`src/hw/rtl/swrl_pkg.sv`:
```
`timescale 1ns / 1ps
// ----------------------------------------------------------------------------
// swrl_pkg
// Shared types, constants and elaboration helpers for the sliding window
// rate limiter.
// ----------------------------------------------------------------------------
package swrl_pkg;

  localparam int STAMP_W    = 32;
  localparam int CMD_W      = 2;
  localparam int LIMIT_W    = 11;
  localparam int BURST_W    = 7;
  localparam int REPORT_W   = 7;
  localparam int TOTAL_W    = 32;
  localparam int CFG_IDX_W  = 1;
  localparam int CFG_DATA_W = 11;
  localparam int TREE_RADIX = 8;

  localparam logic [LIMIT_W-1:0] PER_SECOND_LIMIT_RST = 11'd10;
  localparam logic [BURST_W-1:0] BURST_LIMIT_RST      = 7'd64;

  typedef enum logic [CMD_W-1:0] {
    CMD_CHECK  = 2'd0,
    CMD_RECORD = 2'd1,
    CMD_CLEAR  = 2'd2
  } cmd_t;

  typedef enum logic [CFG_IDX_W-1:0] {
    CFG_PER_SECOND_LIMIT = 1'd0,
    CFG_BURST_LIMIT      = 1'd1
  } cfg_reg_t;

  typedef enum logic [2:0] {
    ST_IDLE,
    ST_DROP,
    ST_ACT,
    ST_COUNT,
    ST_DONE
  } state_t;

  typedef struct packed {
    logic [CMD_W-1:0]   cmd;
    logic [STAMP_W-1:0] now_ms;
  } in_item_t;

  typedef struct packed {
    logic                allowed;
    logic [REPORT_W-1:0] count_short_window;
    logic [REPORT_W-1:0] count_long_window;
    logic                limited;
    logic [REPORT_W-1:0] stored_entries;
    logic [TOTAL_W-1:0]  total_recorded;
    logic                overflow;
  } out_item_t;

  typedef struct packed {
    logic [CFG_IDX_W-1:0]  index;
    logic [CFG_DATA_W-1:0] value;
  } cfg_wr_t;

  typedef struct packed {
    logic shift;
    logic drop;
    logic clear;
  } cell_ctrl_t;

  function automatic int pow8(input int e);
    int r;
    r = 1;
    for (int i = 0; i < e; i++) begin
      r = r * TREE_RADIX;
    end
    return r;
  endfunction

  function automatic int tree_levels(input int n);
    int lv;
    int cap;
    lv  = 1;
    cap = TREE_RADIX;
    while (cap < n) begin
      lv  = lv + 1;
      cap = cap * TREE_RADIX;
    end
    return lv;
  endfunction

  function automatic int level_base(input int levels, input int lvl);
    int base;
    base = 0;
    for (int j = 1; j < lvl; j++) begin
      base = base + pow8(levels - j);
    end
    return base;
  endfunction

endpackage

```
`src/hw/rtl/swrl_cell.sv`:
```
`timescale 1ns / 1ps
// ----------------------------------------------------------------------------
// swrl_cell
// One slot of the timestamp chain: holds a stamp, shifts toward the older
// end on a record, drops itself when it is the oldest and out of window.
// ----------------------------------------------------------------------------
module swrl_cell import swrl_pkg::*; #(
  parameter int SHORT_WINDOW_MS = 1000,
  parameter int LONG_WINDOW_MS  = 60000
) (
  input  logic               clk,
  input  logic               rst,
  input  cell_ctrl_t         ctrl,
  input  logic [STAMP_W-1:0] now_ms,
  input  logic [STAMP_W-1:0] prev_stamp,
  input  logic               prev_valid,
  input  logic               next_valid,
  output logic [STAMP_W-1:0] stamp,
  output logic               valid,
  output logic               young_short,
  output logic               young_long,
  output logic               tail_old
);

  logic [STAMP_W-1:0] age;

  assign age         = now_ms - stamp;
  assign young_short = valid && (age < STAMP_W'(SHORT_WINDOW_MS));
  assign young_long  = valid && (age < STAMP_W'(LONG_WINDOW_MS));
  assign tail_old    = valid && !next_valid && (age > STAMP_W'(LONG_WINDOW_MS));

  always_ff @(posedge clk) begin
    if (rst) begin
      valid <= 1'b0;
    end else if (ctrl.clear) begin
      valid <= 1'b0;
    end else if (ctrl.shift) begin
      valid <= prev_valid;
    end else if (ctrl.drop && tail_old) begin
      valid <= 1'b0;
    end
  end

  always_ff @(posedge clk) begin
    if (ctrl.shift) begin
      stamp <= prev_stamp;
    end
  end

endmodule

```
`config.mk`:
```
export PLATFORM = sky130hd
export DESIGN_NAME = swrl_cell
export DESIGN_NICKNAME = d
export VERILOG_FILES = /design/src/hw/rtl/swrl_pkg.sv /design/src/hw/rtl/swrl_cell.sv
export SDC_FILE = /design/constraint.sdc
export NUM_CORES = 1
export LEC_CHECK = 0
export BUFFER_PORTS_ARGS = -buffer_cell sky130_fd_sc_hd__clkbuf_2
export CORE_UTILIZATION = 52
export CTS_CLUSTER_DIAMETER = 40
export DETAILED_ROUTE_END_ITERATION = 10
export PLACE_DENSITY = 0.91
export RECOVER_POWER = 50
export SLEW_MARGIN = 20
export SYNTH_ARGS = -nofsm -noshare
export SYNTH_HDL_FRONTEND = slang
export SYNTH_SLANG_ARGS = --single-unit
export TNS_END_PERCENT = 100
```
`constraint.sdc`:
```
create_clock -name clk -period 5.9 [get_ports clk]
set_clock_uncertainty 0.1 [all_clocks]
set_input_delay 1.475 -clock clk [delete_from_list [all_inputs] [get_ports clk]]
set_output_delay 1.475 -clock clk [all_outputs]
set_load 0.02 [all_outputs]
```
==> summary by stage <==
Floorplanning
The standard-cell row count is 28. The standard cell core area is 0.00603 mm². The area of the die is 0.00669 mm². In this run the count of I/O pins placed on the die edge is 107. The starting density of the core is 55.0%. The die boundary width is 81.8 µm. The die boundary height is 81.8 µm.

Setup path
The kind of start point of the critical path is an input port. Grouping stages by cell kind, the critical path spends the most delay in compound AO/OA/AOI/OAI gates. The delay of the slowest cell on the worst path is 0.41 ns. The endpoint class of the critical path is an output pin. The number of cells on the worst reg-to-reg path is 13. Together, buffers and inverters on the worst path number 4. For the worst setup path, the data arrival time is 4.23 ns. The origin of the critical flop-to-flop path is stamp[0]. For the worst setup path, the data required time is 4.32 ns. The critical path starts at now_ms[0].

Traced cell by cell, the critical path runs through buf_6 > inv_4 > ha_4 > inv_2 > fa_2 > a211oi_2 > o21ai_2 > o211ai_1 > o211ai_1 > a31oi_1 > xor2_1 > nand2_1 > nor4b_4 > a31oi_4 > and2_4 > buf_6. The worst register-to-register path has a setup slack of 2.84 ns. In this run the number of cells on the critical path is 16.

The slowest stage of the critical path is the fa_2 cell. The end point of the critical path is tail_old. The capture instance of the worst register-to-register path is valid. The critical path class is in -> out. In this run the worst path has a maximum fanout of 4.

Timing
Setup repair after global routing could not meet its margin everywhere. The worst-case hold slack is 0.469 ns. The final critical path takes up 98.3% of the cycle.

The number of slew-limit violations in the final report came to 36. The count of final hold-check violations is 0. The smallest clock period supported by the final layout is computed as 5.80 ns. The worst-case headroom to the max-slew limit is -30.2%. For the pin with the worst max-slew slack, the measured transition is 1.95 ns. Setup violations remaining at the end of the flow were counted as 0. The highest attainable clock frequency is 172 MHz.

Layout
In the final layout, the share of cells above drive strength 1 is 35.2%. The share of the core filled with cells is 72.3%. After the last flow step, the layout net total stands at 622.

0 antenna diodes ended up in the layout. From synthesis to final layout, the design area changed by 31.4%.

Pwr
Of the total power, the share spent switching nets is 40.3%. The power dissipated by switching net loads is 0.377 mW. The cell-internal power is 0.559 mW.

The overall power of the completed layout is 0.936 mW. The power density over cell area is 215 mW/mm². The worst-case vdd ir drop is 0.138 mV. The combinational share of power is 50.3%.

The portion of total power attributed to the clock network is 18.9%. In this run the static leakage power is 2.00 nW. In this run, flip-flops and latches consume 30.7% of the power.

Clock tree
The clock drives 33 sinks. The clock-pin transition on the worst setup and hold timing paths is 0.07 ns. Clock tree synthesis selected as its root buffer the cell clkbuf_8. The clock latency reported for the late side of the worst-skew pair is 0.29 ns. The level count of the clock H-tree is 2.

The clock passes through at most 2 buffers. TritonCTS built the clock tree. Counting the buffers created by CTS gives 5.

GRT
Entering global routing, the biggest net connects 36 pins. The total overflow left after global routing is 0. The overall routing resource usage is 27.6%. The number of antenna violations at the first check in global routing is 0. In the global route stage, met2 resource usage came out at 46.8%. The met1 global-route usage is 35.3%. The number of global-route vias before repair is 3216. Global routing consumed, on the met3 layer, 4.44% of the routing resources. The peak-usage layer in the global routing report is met2. The first global-routing pass estimated 14200 µm of wire.

Yosys
Synthesis produced a netlist whose cell count is 389. The net count of the mapped netlist is 492. The number of enable flip-flop cells after synthesis is 32.

The count of warnings emitted by yosys is 0. A synthesized cell averages 8.52 µm². Synthesis instantiated 63 different standard cells from the library. The register bit count reported by yosys is 33.

The share of the Yosys chip area taken by registers is 29.6%. The post-synthesis async set-or-reset flop share is 0%. The flip-flop cell with the highest count after synthesis is edfxtp_1. The post-synth design cell area is 0.00331 mm².

Drt
The residual DRC count is 0. The via density per instance is 5.90. For this run, the detailed router's first-pass iteration total came to 5. The detail route stage leaves a number of antenna-violating nets equal to 0.

The total via count in the routed design is 3510. The final wirelength is 9330 µm. The violation count after the first detailed-route iteration is 252.

In the final routed layout, each cell accounts on average for 15.7 µm.

Placement
Routability-driven placement finished with a final weighted congestion of 0.944. Input and output buffers added on the ports amount to 106. The post-DP HPWL is 7230 µm.

Outcome
The flow ran to the end, but the final reports show violations. The final reports fail on capacitance limit, slew limit.

Min path
The tightest min-delay check is of the reg -> reg type.

Job
The number of maximum-capacitance violations is 1.
## worst min-delay path by stage
stage,startpoint,slack (ns),to,cells past startpoint
2_1_floorplan,valid,0.48,valid,2
6_report,valid,0.47,valid,2
4_1_cts,valid,0.47,valid,2
5_1_grt,valid,0.49,valid,2
3_5_place_dp,valid,0.45,valid,2
3_3_place_gp,valid,0.44,valid,2
## routing by layer
metal / part of all wire, % / vias up
met3: 6.4 / 20
met1: 43 / 1642
li1: - / 1706
met2: 49 / 142
met4: 1.9 / 0
met5: 0 / -
## repair_timing
| action | in CTS | in global routing |
|---|---|---|
| resized for setup | 4 | 37 |
| pin swaps | 0 | 15 |
| hold buffers | 0 | 0 |
| setup buffers | 0 | 3 |
| endpoints found under the setup margin | 2 | 3 |
## cells in the mapped netlist (all sizes together) (2+ instances only)
cell     number  share of area, %
o2bb2ai       2              0.53
o2111ai       2              0.53
mux2i         4               1.2
and2          3              0.57
xnor2        11               2.9
a211oi        6               1.7
a22oi         2              0.45
nand2        31               3.7
nor2b         2              0.38
or4           2              0.45
o21ai        26               4.0
inv          39               4.4
nor2         24               2.7
a21oi        40               6.5
a2111oi       2              0.53
xor2          9               2.4
a31oi         6               1.1
nor3b         3              0.68
ha           31                12
nand2b        7               1.3
o21a          9               2.0
nor3          6              0.91
buf          11               1.9
and3          2              0.38
edfxtp       32                29
o211ai        6               1.4
o22ai         4              0.76
a21o          9               2.0
and4          3              0.79
o21bai        6               1.4
o31ai         2              0.45
nor4          3              0.76
nand3        11               1.7
nand4         9               2.1
clkbuf        5              0.57
## flip-flops by register name, summed over array words and instances, names as in the netlist
| signal | count |
|---|---|
| stamp | 32 |
| valid | 1 |
## layout make-up
| cell class | instances | area [µm²] |
|---|---|---|
| flip-flops and latches | 33 | 981 |
| inverters | 39 | 149 |
| clock inverters | 3 | 17.5 |
| clock buffers | 5 | 68.8 |
| repair buffers | 139 | 791 |
| multi-input cells | 301 | 2250 |
| well taps | 75 | 93.8 |
| fillers | 494 | 1670 |
## kinds of logic (layout without fill, tap and decap cells)
| kind of cell | Yosys count | after routing | synth area share [%] |
|---|---|---|---|
| buffers and inverters | 55 | 186 | 6.84 |
| muxes | 5 | 5 | 1.55 |
| xor gates and xnor gates | 20 | 20 | 5.29 |
| AOI/OAI and AO/OA | 132 | 132 | 26.4 |
| DFF | 33 | 33 | 29.6 |
| adders and majority gates | 32 | 32 | 12.3 |
| and+or+nand+nor | 112 | 112 | 18.1 |
## tightest hold or removal path, delay by kind of cell, from the launching register on
kind	cells	cell delay (ns)
DFF	1	0.37
and+or+nand+nor	1	0.11
AOI/OAI and AO/OA	1	0.05
## through the flow
step / std cells / setup TNS (ns) / worst slack (ns) / cell area (µm²)
after floorplan: 389 / 0 / 0.309 / 3310
after global placement: 584 / 0 / 0.107 / 4080
after detailed placement: 584 / -0.105 / -0.105 / 4080
after CTS: 592 / 0 / 0.0249 / 4180
after global routing: 595 / -0.0906 / -0.0709 / 4350
final: 595 / 0 / 0.0977 / 4350
## cells in the final DEF (no fill, tap or decap), drive strengths merged, types with 3 or more instances in the layout
master,synthesis,final
a211oi,6,6
a21o,9,9
a21oi,40,40
a31oi,6,6
and2,3,3
and4,3,3
buf,11,37
clkbuf,5,107
edfxtp,32,32
ha,31,31
inv,39,39
mux2i,4,4
nand2,31,31
nand2b,7,7
nand3,11,11
nand4,9,9
nor2,24,24
nor3,6,6
nor3b,3,3
nor4,3,3
o211ai,6,6
o21a,9,9
o21ai,26,26
o21bai,6,6
o22ai,4,4
xnor2,11,11
xor2,9,9
## power groups by stage
stage	clock network [mW]	registers, mW	logic [mW]
global placement	0	0.291	0.418
detailed placement	0	0.292	0.428
floorplan	0	0.314	0.268
finish	0.177	0.288	0.471
global route	0.188	0.290	0.512
CTS	0.180	0.287	0.433
(Power assumes the default switching activity.)
