<file path="config.mk">
export PLATFORM = sky130hd
export DESIGN_NAME = swrl_count_tree
export DESIGN_NICKNAME = d
export VERILOG_FILES = /design/src/hw/rtl/swrl_pkg.sv /design/src/hw/rtl/swrl_count_tree.sv
export SDC_FILE = /design/constraint.sdc
export NUM_CORES = 1
export LEC_CHECK = 0
export BUFFER_PORTS_ARGS = -buffer_cell sky130_fd_sc_hd__buf_2
export CAP_MARGIN = 20
export CORE_MARGIN = 3
export CORE_UTILIZATION = 49
export DETAILED_ROUTE_END_ITERATION = 16
export GPL_TIMING_DRIVEN = 0
export MAX_ROUTING_LAYER = met4
export PLACE_DENSITY = 0.77
export REMOVE_ABC_BUFFERS = 1
export SYNTH_ARGS = -nofsm -noshare
export SYNTH_HDL_FRONTEND = slang
export SYNTH_SLANG_ARGS = --single-unit
</file>
<file path="constraint.sdc">
create_clock -name clk -period 3.4 [get_ports clk]
set_clock_uncertainty 0.05 [all_clocks]
set_input_delay 0.17 -clock clk [delete_from_list [all_inputs] [get_ports clk]]
set_output_delay 0.17 -clock clk [all_outputs]
set_load 0.005 [all_outputs]
</file>
<file path="src/hw/rtl/swrl_pkg.sv">
`timescale 1ns / 1ps
// ----------------------------------------------------------------------------
// swrl_pkg
// Shared types, constants and elaboration helpers for the sliding window
// rate limiter.
// ----------------------------------------------------------------------------
package swrl_pkg;

  localparam int STAMP_W    = 32;
  localparam int CMD_W      = 2;
  localparam int LIMIT_W    = 11;
  localparam int BURST_W    = 7;
  localparam int REPORT_W   = 7;
  localparam int TOTAL_W    = 32;
  localparam int CFG_IDX_W  = 1;
  localparam int CFG_DATA_W = 11;
  localparam int TREE_RADIX = 8;

  localparam logic [LIMIT_W-1:0] PER_SECOND_LIMIT_RST = 11'd10;
  localparam logic [BURST_W-1:0] BURST_LIMIT_RST      = 7'd64;

  typedef enum logic [CMD_W-1:0] {
    CMD_CHECK  = 2'd0,
    CMD_RECORD = 2'd1,
    CMD_CLEAR  = 2'd2
  } cmd_t;

  typedef enum logic [CFG_IDX_W-1:0] {
    CFG_PER_SECOND_LIMIT = 1'd0,
    CFG_BURST_LIMIT      = 1'd1
  } cfg_reg_t;

  typedef enum logic [2:0] {
    ST_IDLE,
    ST_DROP,
    ST_ACT,
    ST_COUNT,
    ST_DONE
  } state_t;

  typedef struct packed {
    logic [CMD_W-1:0]   cmd;
    logic [STAMP_W-1:0] now_ms;
  } in_item_t;

  typedef struct packed {
    logic                allowed;
    logic [REPORT_W-1:0] count_short_window;
    logic [REPORT_W-1:0] count_long_window;
    logic                limited;
    logic [REPORT_W-1:0] stored_entries;
    logic [TOTAL_W-1:0]  total_recorded;
    logic                overflow;
  } out_item_t;

  typedef struct packed {
    logic [CFG_IDX_W-1:0]  index;
    logic [CFG_DATA_W-1:0] value;
  } cfg_wr_t;

  typedef struct packed {
    logic shift;
    logic drop;
    logic clear;
  } cell_ctrl_t;

  function automatic int pow8(input int e);
    int r;
    r = 1;
    for (int i = 0; i < e; i++) begin
      r = r * TREE_RADIX;
    end
    return r;
  endfunction

  function automatic int tree_levels(input int n);
    int lv;
    int cap;
    lv  = 1;
    cap = TREE_RADIX;
    while (cap < n) begin
      lv  = lv + 1;
      cap = cap * TREE_RADIX;
    end
    return lv;
  endfunction

  function automatic int level_base(input int levels, input int lvl);
    int base;
    base = 0;
    for (int j = 1; j < lvl; j++) begin
      base = base + pow8(levels - j);
    end
    return base;
  endfunction

endpackage

</file>
<file path="src/hw/rtl/swrl_count_tree.sv">
`timescale 1ns / 1ps
// ----------------------------------------------------------------------------
// swrl_count_tree
// Registered radix-8 population count over the cell flags, one register
// level per tree level.
// ----------------------------------------------------------------------------
module swrl_count_tree import swrl_pkg::*; #(
  parameter int N  = 64,
  parameter int CW = 7
) (
  input  logic          clk,
  input  logic [N-1:0]  flags,
  output logic [CW-1:0] total
);

  localparam int LEVELS = tree_levels(N);
  localparam int LEAVES = pow8(LEVELS);
  localparam int NODES  = level_base(LEVELS, LEVELS + 1);

  logic [LEAVES-1:0] leaf;
  logic [CW-1:0]     node [NODES];

  always_comb begin
    leaf        = '0;
    leaf[N-1:0] = flags;
  end

  genvar l, n;
  generate
    for (l = 1; l <= LEVELS; l++) begin : g_level
      for (n = 0; n < pow8(LEVELS - l); n++) begin : g_node
        logic [CW-1:0] sum;
        if (l == 1) begin : g_leaf
          always_comb begin
            sum = '0;
            for (int k = 0; k < TREE_RADIX; k++) begin
              sum = sum + CW'(leaf[TREE_RADIX*n + k]);
            end
          end
        end else begin : g_inner
          always_comb begin
            sum = '0;
            for (int k = 0; k < TREE_RADIX; k++) begin
              sum = sum + node[level_base(LEVELS, l - 1) + TREE_RADIX*n + k];
            end
          end
        end
        always_ff @(posedge clk) begin
          node[level_base(LEVELS, l) + n] <= sum;
        end
      end
    end
  endgenerate

  assign total = node[level_base(LEVELS, LEVELS)];

endmodule

</file>
==> flow_metrics.env, run 1 <==
export IMPL_post_route_drc_count=0
export IMPL_worstPathRequired_ps=3530
export IMPL_final_common_cell="inv_1"
export IMPL_critical_path_slowest_cell="fa_1"
export IMPL_clk_latency_ps=290
export IMPL_period_minus_slack_ps=3530
export IMPL_grt_pass1_vias=2021
export IMPL_max_cap_violations=0
export IMPL_yosysTopAreaCell="fa_1"
export IMPL_yosysSeqAreaShare_pct=26.5
export IMPL_overflow=0
export IMPL_drive_gt1_share_pct=25.4
export IMPL_numPortBuffers=71
export IMPL_cts_max_level=2
export IMPL_fin_crit_sh_pct=104
export IMPL_synth_warnings=0
export IMPL_cp_common_cell="fa_1"
export IMPL_tns_ps=-309
export IMPL_fp_coreArea_mm2=0.00568
export IMPL_timing_fmax_ghz=0.283
export IMPL_grt_max_degree=13
export IMPL_first_iter_violations=20
export IMPL_die_h_um=83.6
export IMPL_layout_common_cells="inv_1, buf_2, fa_1"
export IMPL_synthCells=280
export IMPL_fillers=463
export IMPL_grt_usage_pct=14.3
export IMPL_dp_hpwl_um=3840
export IMPL_clk_path_buf_depth=2
export IMPL_violations="setup timing"
export IMPL_reg2reg_from="node[0][9]"
export IMPL_syn_area_per_cell_um2=10.5
export IMPL_start_util_pct=51.9
export IMPL_syn2layout_area_growth_pct=21.1
export IMPL_firstDrtPassIters=4
export IMPL_rr_endpoint="node[2][6]"
export IMPL_cts_buffers=5
export IMPL_clkSlewWorstSetupHoldPaths_ps=70
export IMPL_largest_reg_flops=39
export IMPL_via_per_inst=4.23
export IMPL_rows=27
export IMPL_regMostFlops="node"
export IMPL_drv_slew=0
export IMPL_gp_congestion=0.762
export IMPL_cts_tree="done"
export IMPL_diodes=0
export IMPL_die_area_mm2=0.00698
export IMPL_tightestPinTransition_ps=144
export IMPL_startpoint_type="flip-flop"
export IMPL_status="finished with violations"
export IMPL_top_regs="node x39"
export IMPL_num_vias=1837
export IMPL_setup_slack_ps=-129
export IMPL_rrSetupSlack_ps=-130
export IMPL_rsz0062_at_grt="true"
export IMPL_ios=72
export IMPL_worstPathArrival_ps=3660
export IMPL_path_class="flip-flop to flip-flop"
export IMPL_antenna_found_initial=0
export IMPL_rr_worst_depth=12
export IMPL_ant_nets=0
export IMPL_multi_input_area_mm2=0.00172
export IMPL_slowest_delay_ps=540
export IMPL_startpoint="node[0][9]"
export IMPL_critical_path_peak_fanout=2
export IMPL_root_buffer="clkbuf_8"
export IMPL_fp_dieW_um=83.6
export IMPL_synthTopCellsByArea="fa_1, dfxtp_1, inv_1"
export IMPL_ys_types=10
export IMPL_cp_cell_sequence="inv_2 > fa_1 > inv_2 > fa_1 > fa_1 > inv_1 > fa_1 > inv_1 > ha_2 > fa_2 > a21o_1 > a21o_1"
export IMPL_worst_setup_path_end_kind="flip-flop"
export IMPL_synth_seq_cells=39
export IMPL_netlist_area_mm2=0.00295
export IMPL_wl_per_cell_um=9.72
export IMPL_crit_end="node[2][6]"
export IMPL_dp_slack_ps=-330
export IMPL_regArea_um2=785
export IMPL_min_path_type="input port to flip-flop"
export IMPL_drt_total_wl_um=4220
export IMPL_grt_pass1_wl_um=7950
export IMPL_synthDominantCellAreaShare_pct=37.4
export IMPL_clkSinkCount=39
export IMPL_slew_headroom_pct=90.3
export IMPL_finalSetupViolations=3
export IMPL_hold_viol_final=0
export IMPL_layout_nets=512
[routing by layer]
layer  vias to the layer above  global-route usage (%)  part of all wire (%)
met5                         -                       -                     0
met4                         0                    5.41                   1.8
met3                         8                    4.05                   5.1
met2                        41                    23.6                    53
met1                       867                    16.6                    40
li1                        921                       -                     -
[cells in the mapped netlist]
cell and number:
a21oi_2 1, xnor2_1 4, dfxtp_1 39, a21oi_1 8, a21o_1 3, xor2_1 6, ha_1 31, inv_1 125
nor2b_1 8, fa_1 55
[kinds of logic after synthesis]
| group | share of synthesized area, % |
|---|---|
| compound gates | 2.42 |
| xor+xnor | 2.97 |
| fa+ha+maj | 50.5 |
| buf+inv | 15.9 |
| flops | 26.5 |
| simple gates | 1.70 |
[worst min path at each step]
stage	slack, ps	depth (start not counted)	startpoint	end
after CTS	40	2	flags[18]	node[0][14]
after detailed placement	350	2	flags[10]	node[0][7]
after global placement	340	2	flags[34]	node[1][0]
after global routing	40	2	flags[34]	node[1][0]
after floorplan	250	1	flags[2]	node[0][0]
final	50	2	flags[18]	node[0][14]
[repair_timing]
item	CTS	global route
hold buffers	0	0
pin swaps	10	7
setup buffers	2	1
setup endpoints to repair	4	3
gates resized for setup	6	4
[cell type report]
type | count | share of cell area, %
Clock buffer | 6 | 2.03
Clock inverter | 2 | 1.68
Inverter | 125 | 13.1
Multi-Input combinational cell | 116 | 48.1
Sequential cell | 39 | 22.0
Tap cell | 72 | 2.52
Timing Repair Buffer | 74 | 10.6
[through the flow]
stage / area, µm² / instances / hold slack [ps] / utilization, %
2_1_floorplan: 2950 / 280 / 250 / -
3_3_place_gp: 3390 / 423 / 345 / 59.8
3_5_place_dp: 3390 / 423 / 347 / 59.8
4_1_cts: 3550 / 433 / 43.4 / 62.5
5_1_grt: 3570 / 434 / 40.3 / 62.9
6_report: 3570 / 434 / 50.7 / 62.9
[worst max-delay path, delay by kind of cell (launching register included)]
kind	cells	cell delay, ps
compound gates	2	330
fa+ha+maj	6	2550
buf+inv	4	160
flops	1	320
Power of run 1 is not shown: default switching activity piles up to over one toggle a cycle in this logic, so the estimate is an artifact.
==> run 2, diff against run 1 <==
--- a/config.mk
+++ b/config.mk
@@ -5,15 +5,17 @@
 export SDC_FILE = /design/constraint.sdc
 export NUM_CORES = 1
 export LEC_CHECK = 0
+export ABC_AREA = 1
 export BUFFER_PORTS_ARGS = -buffer_cell sky130_fd_sc_hd__buf_2
 export CAP_MARGIN = 20
 export CORE_MARGIN = 3
-export CORE_UTILIZATION = 49
+export CORE_UTILIZATION = 55
 export DETAILED_ROUTE_END_ITERATION = 16
 export GPL_TIMING_DRIVEN = 0
 export MAX_ROUTING_LAYER = met4
-export PLACE_DENSITY = 0.77
+export PLACE_DENSITY = 0.82
 export REMOVE_ABC_BUFFERS = 1
+export SLEW_MARGIN = 20
 export SYNTH_ARGS = -nofsm -noshare
 export SYNTH_HDL_FRONTEND = slang
 export SYNTH_SLANG_ARGS = --single-unit
==> constraint.sdc (replaced) <==
create_clock -name clk -period 4.1 [get_ports clk]
set_clock_uncertainty 0.05 [all_clocks]
set_input_delay 0.205 -clock clk [delete_from_list [all_inputs] [get_ports clk]]
set_output_delay 0.205 -clock clk [all_outputs]
set_load 0.005 [all_outputs]
==> flow_metrics.env, run 2 <==
export IMPL_overflow=0
export IMPL_clk_latency_ps=290
export IMPL_async_flop_share_pct=0
export IMPL_synthDominantCellAreaShare_pct=36.9
export IMPL_cts_max_level=2
export IMPL_synth_top_family_by_area="adder cells"
export IMPL_rrSetupSlack_ps=370
export IMPL_yosysSeqAreaShare_pct=26.2
export IMPL_die_area_mm2=0.00634
export IMPL_firstDrtPassIters=4
export IMPL_status="finished clean"
export IMPL_hold_buffers=0
export IMPL_grt_max_degree=12
export IMPL_drv_slew=0
export IMPL_top_regs="node x39"
export IMPL_grt_pass1_wl_um=8440
export IMPL_timing_fmax_ghz=0.268
export IMPL_slew_headroom_pct=86.7
export IMPL_rr_worst_depth=12
export IMPL_post_route_drc_count=0
export IMPL_antenna_found_initial=0
export IMPL_yosys_area_share_simple_pct=4.49
export IMPL_hold_viol_final=0
export IMPL_fin_crit_sh_pct=91.0
export IMPL_regMostFlops="node"
export IMPL_fillers=402
export IMPL_root_buffer="clkbuf_8"
export IMPL_num_vias=1917
export IMPL_cp_top_family="adder cells"
export IMPL_grt_pass1_vias=2082
export IMPL_cp_cell_sequence="inv_1 > fa_1 > inv_1 > fa_1 > fa_1 > inv_1 > fa_1 > inv_1 > ha_1 > fa_1 > a21oi_1 > o21bai_1"
export IMPL_placed_area_mm2=0.00342
export IMPL_synthTopCellsByArea="fa_1, dfxtp_1, inv_1"
export IMPL_cts_tree="done"
export IMPL_fp_coreArea_mm2=0.00517
export IMPL_hold_depth=2
export IMPL_hold_end="node[0][21]"
export IMPL_start_util_pct=57.6
export IMPL_gp_congestion=0.772
export IMPL_diodes=0
export IMPL_synth_edf_count=0
export IMPL_clkSinkCount=39
export IMPL_first_iter_violations=44
export IMPL_ant_nets=0
export IMPL_ios=72
export IMPL_final_area_mm2=0.00350
export IMPL_synth_xor_area_share_pct=2.64
export IMPL_post_cts_setup_buffer_count=0
export IMPL_tightestPinTransition_ps=200
export IMPL_drt_total_wl_um=4740
export IMPL_worst_setup_path_end_kind="flip-flop"
export IMPL_synth_warnings=0
export IMPL_synth_main_ff_cell="dfxtp_1"
export IMPL_min_path_type="input port to flip-flop"
export IMPL_finalSetupViolations=0
export IMPL_worstPathRequired_ps=4220
export IMPL_fp_dieW_um=79.6
export IMPL_wl_per_cell_um=10.6
export IMPL_crit_cells=12
export IMPL_largest_reg_flops=39
export IMPL_critical_path_slowest_cell="fa_1"
export IMPL_via_per_inst=4.30
export IMPL_synth_fa_ha_area_share_pct=50.0
export IMPL_cp_common_cell="fa_1"
export IMPL_syn2layout_area_growth_pct=17.6
export IMPL_synth_compound_area_share_pct=0.588
export IMPL_cts_resized=0
export IMPL_tns_ps=0
export IMPL_syn_area_per_cell_um2=10.0
export IMPL_critical_path_peak_fanout=3
export IMPL_grt_usage_pct=17.7
export IMPL_period_minus_slack_ps=3730
export IMPL_final_common_cell="inv_1"
export IMPL_max_cap_violations=0
export IMPL_synth_seq_cells=39
export IMPL_numPortBuffers=71
export IMPL_rsz0062_at_grt="false"
export IMPL_dp_hpwl_um=4180
export IMPL_path_class="flip-flop to flip-flop"
export IMPL_cts_buffers=5
export IMPL_layout_common_cells="inv_1, buf_2, fa_1"
export IMPL_synth_common_cells="inv_1, fa_1, dfxtp_1, ha_1, nand2_1"
export IMPL_yosys_cell_count_top_type="inv_1"
export IMPL_critPathBufInv=4
export IMPL_regArea_um2=781
export IMPL_ys_types=11
export IMPL_rows=26
export IMPL_drive_gt1_share_pct=20.5
export IMPL_clk_path_buf_depth=2
export IMPL_multi_input_area_mm2=0.00172
export IMPL_layout_nets=526
export IMPL_rr_endpoint="node[2][6]"
export IMPL_worstPathArrival_ps=3860
export IMPL_synthCells=297
export IMPL_hp_start="flags[26]"
export IMPL_clkSlewWorstSetupHoldPaths_ps=80
export IMPL_synthMuxAreaShare_pct=0
export IMPL_startpoint_type="flip-flop"
export IMPL_die_h_um=79.6
export IMPL_reg2reg_from="node[1][2]"
export IMPL_slowest_delay_ps=550
export IMPL_yosysTopAreaCell="fa_1"
export IMPL_netlist_area_mm2=0.00298
[run 2: changes by cell type after synthesis, sizes merged]
cell    change
a21o        -3
a21oi       -7
inv         +3
nand2      +20
nand3      +11
nor2        +1
nor2b       -8
o21bai      +1
xnor2       -1
[run 2: per-layer routing]
| metal | GRT usage (%) | wire, µm |
|---|---|---|
| met1 | 20.0 | 1850 |
| met3 | 3.61 | 191 |
| met4 | 5.33 | 58 |
| met2 | 31.7 | 2640 |
| met5 | - | 0 |
[run 2: worst max path at each step]
stage,startpoint,to
6_report,node[1][2],node[2][6]
5_1_grt,node[1][2],node[2][6]
4_1_cts,node[1][2],node[2][6]
3_5_place_dp,node[1][2],node[2][6]
3_3_place_gp,node[1][2],node[2][6]
2_1_floorplan,node[1][2],node[2][6]
[run 2: cell type report]
type                    instances  area share (%)
multi-input cells             130            49.1
flip-flops and latches         39            22.3
inverters                     128            13.7
repair buffers                 71            10.1
well taps                      70            2.50
clock buffers                   7            2.18
clock inverters                 1           0.143
[run 2: logic make-up after synthesis]
logic type / Yosys count
buffers and inverters: 128
adders and majority gates: 86
DFF: 39
and+or+nand+nor: 32
xor gates and xnor gates: 9
AOI/OAI and AO/OA: 3
[run 2: worst register-to-register path: stages, from the launching register on]
cell and delay, ps:
dfxtp_1 310, inv_1 60, fa_1 550, inv_1 60, fa_1 500, fa_1 540
inv_1 50, fa_1 530, inv_1 40, ha_1 240, fa_1 410, a21oi_1 190
o21bai_1 90
[run 2: metrics by stage]
step	std cells	hold WS, ps	worst slack, ps	util [%]
2_1_floorplan	297	285	592	-
3_3_place_gp	438	378	488	66.2
3_5_place_dp	438	379	405	66.2
4_1_cts	446	81.2	350	67.8
5_1_grt	446	85.6	190	67.8
6_report	446	81.0	367	67.8
Power of run 2 is left out for the same reason.
==> run 3, diff against run 2 <==
--- a/config.mk
+++ b/config.mk
@@ -10,6 +10,7 @@
 export CAP_MARGIN = 20
 export CORE_MARGIN = 3
 export CORE_UTILIZATION = 55
+export CTS_BUF_LIST = sky130_fd_sc_hd__clkbuf_4 sky130_fd_sc_hd__clkbuf_8
 export DETAILED_ROUTE_END_ITERATION = 16
 export GPL_TIMING_DRIVEN = 0
 export MAX_ROUTING_LAYER = met4
==> flow_metrics.env, run 3 (synthesized netlist as in run 2, its figures left out) <==
export IMPL_status="finished clean"
export IMPL_post_cts_setup_buffer_count=0
export IMPL_drv_slew=0
export IMPL_period_minus_slack_ps=3730
export IMPL_first_iter_violations=45
export IMPL_die_area_mm2=0.00634
export IMPL_critical_path_slowest_cell="fa_1"
export IMPL_critical_path_peak_fanout=3
export IMPL_grt_pass1_vias=2077
export IMPL_fp_coreArea_mm2=0.00517
export IMPL_firstDrtPassIters=4
export IMPL_grt_pass1_wl_um=8400
export IMPL_cp_common_cell="fa_1"
export IMPL_dp_hpwl_um=4180
export IMPL_slowest_delay_ps=550
export IMPL_num_vias=1911
export IMPL_timing_fmax_ghz=0.268
export IMPL_worstPathRequired_ps=4220
export IMPL_tightestPinTransition_ps=190
export IMPL_antenna_found_initial=0
export IMPL_worstPathArrival_ps=3850
export IMPL_clkSlewWorstSetupHoldPaths_ps=80
export IMPL_tns_ps=0
export IMPL_finalSetupViolations=0
export IMPL_die_h_um=79.6
export IMPL_fp_dieW_um=79.6
export IMPL_min_path_type="input port to flip-flop"
export IMPL_rows=26
export IMPL_via_per_inst=4.28
export IMPL_overflow=0
export IMPL_hold_buffers=0
export IMPL_clkSinkCount=39
export IMPL_path_class="flip-flop to flip-flop"
export IMPL_placed_area_mm2=0.00342
export IMPL_cts_tree="done"
export IMPL_fin_crit_sh_pct=91.0
export IMPL_clk_latency_ps=290
export IMPL_top_regs="node x39"
export IMPL_worst_setup_path_end_kind="flip-flop"
export IMPL_cts_max_level=2
export IMPL_regMostFlops="node"
export IMPL_max_cap_violations=0
export IMPL_largest_reg_flops=39
export IMPL_diodes=0
export IMPL_ios=72
export IMPL_clk_path_buf_depth=2
export IMPL_drt_total_wl_um=4710
export IMPL_final_core_util_pct=67.9
export IMPL_grt_usage_pct=17.7
export IMPL_post_route_drc_count=0
export IMPL_start_util_pct=57.6
export IMPL_final_area_mm2=0.00351
export IMPL_wl_per_cell_um=10.6
export IMPL_numPortBuffers=71
export IMPL_slew_headroom_pct=87.4
export IMPL_drive_gt1_share_pct=21.0
export IMPL_hold_viol_final=0
export IMPL_gp_congestion=0.772
export IMPL_ant_nets=0
export IMPL_root_buffer="clkbuf_8"
export IMPL_rsz0062_at_grt="false"
export IMPL_cts_resized=0
export IMPL_cp_cell_sequence="inv_1 > fa_1 > inv_1 > fa_1 > fa_1 > inv_1 > fa_1 > inv_1 > ha_1 > fa_1 > a21oi_1 > o21bai_1"
export IMPL_layout_common_cells="inv_1, buf_2, fa_1"
export IMPL_grt_max_degree=12
export IMPL_syn2layout_area_growth_pct=17.8
export IMPL_cts_buffers=5
export IMPL_final_common_cell="inv_1"
export IMPL_startpoint_type="flip-flop"
export IMPL_layout_nets=526
[run 3: cell counts in the layout (fill, tap and decap cells not counted)]
Identical to the previous run, type by type.
[run 3: area by class of cell]
cell class	count	area (µm²)
fillers	402	1660
repair buffers	71	355
clock buffers	7	83.8
inverters	128	480
flip-flops and latches	39	781
clock inverters	1	5.00
well taps	70	87.6
multi-input cells	130	1720
[run 3: path summary, 6_finish.rpt]
| kind | startpoint | to | slack, ps | cells after the start |
|---|---|---|---|---|
| worst max-delay path | node[1][2] | node[2][6] | 370 | 12 |
| worst min register to register | node[0][21] | node[2][0] | 520 | 2 |
| worst min-delay path | flags[26] | node[0][21] | 80 | 2 |
| worst max register to register | node[1][2] | node[2][6] | 370 | 12 |
[run 3: routing by layer]
layer  share of wire, %  vias to the layer above  global-route usage (%)
met4                1.3                        0                    5.33
met2                 56                       36                    31.6
li1                   -                      964                       -
met5                  0                        -                       -
met1                 39                      904                    20.0
met3                3.8                        7                    3.39
[run 3: worst max-delay path: cells and delay by family (launching register included)]
kind | cells | cell delay, ps
DFF | 1 | 310
AOI/OAI and AO/OA | 2 | 270
buffers and inverters | 4 | 200
adders and majority gates | 6 | 2770
[run 3: stage by stage]
| stage | hold slack (ps) | setup slack (ps) | std cells |
|---|---|---|---|
| final | 81.4 | 370 | 446 |
| after floorplan | 285 | 592 | 297 |
| after global routing | 85.5 | 190 | 446 |
| after detailed placement | 379 | 405 | 438 |
| after global placement | 378 | 488 | 438 |
| after CTS | 81.2 | 350 | 446 |
Power of run 3 is left out for the same reason.
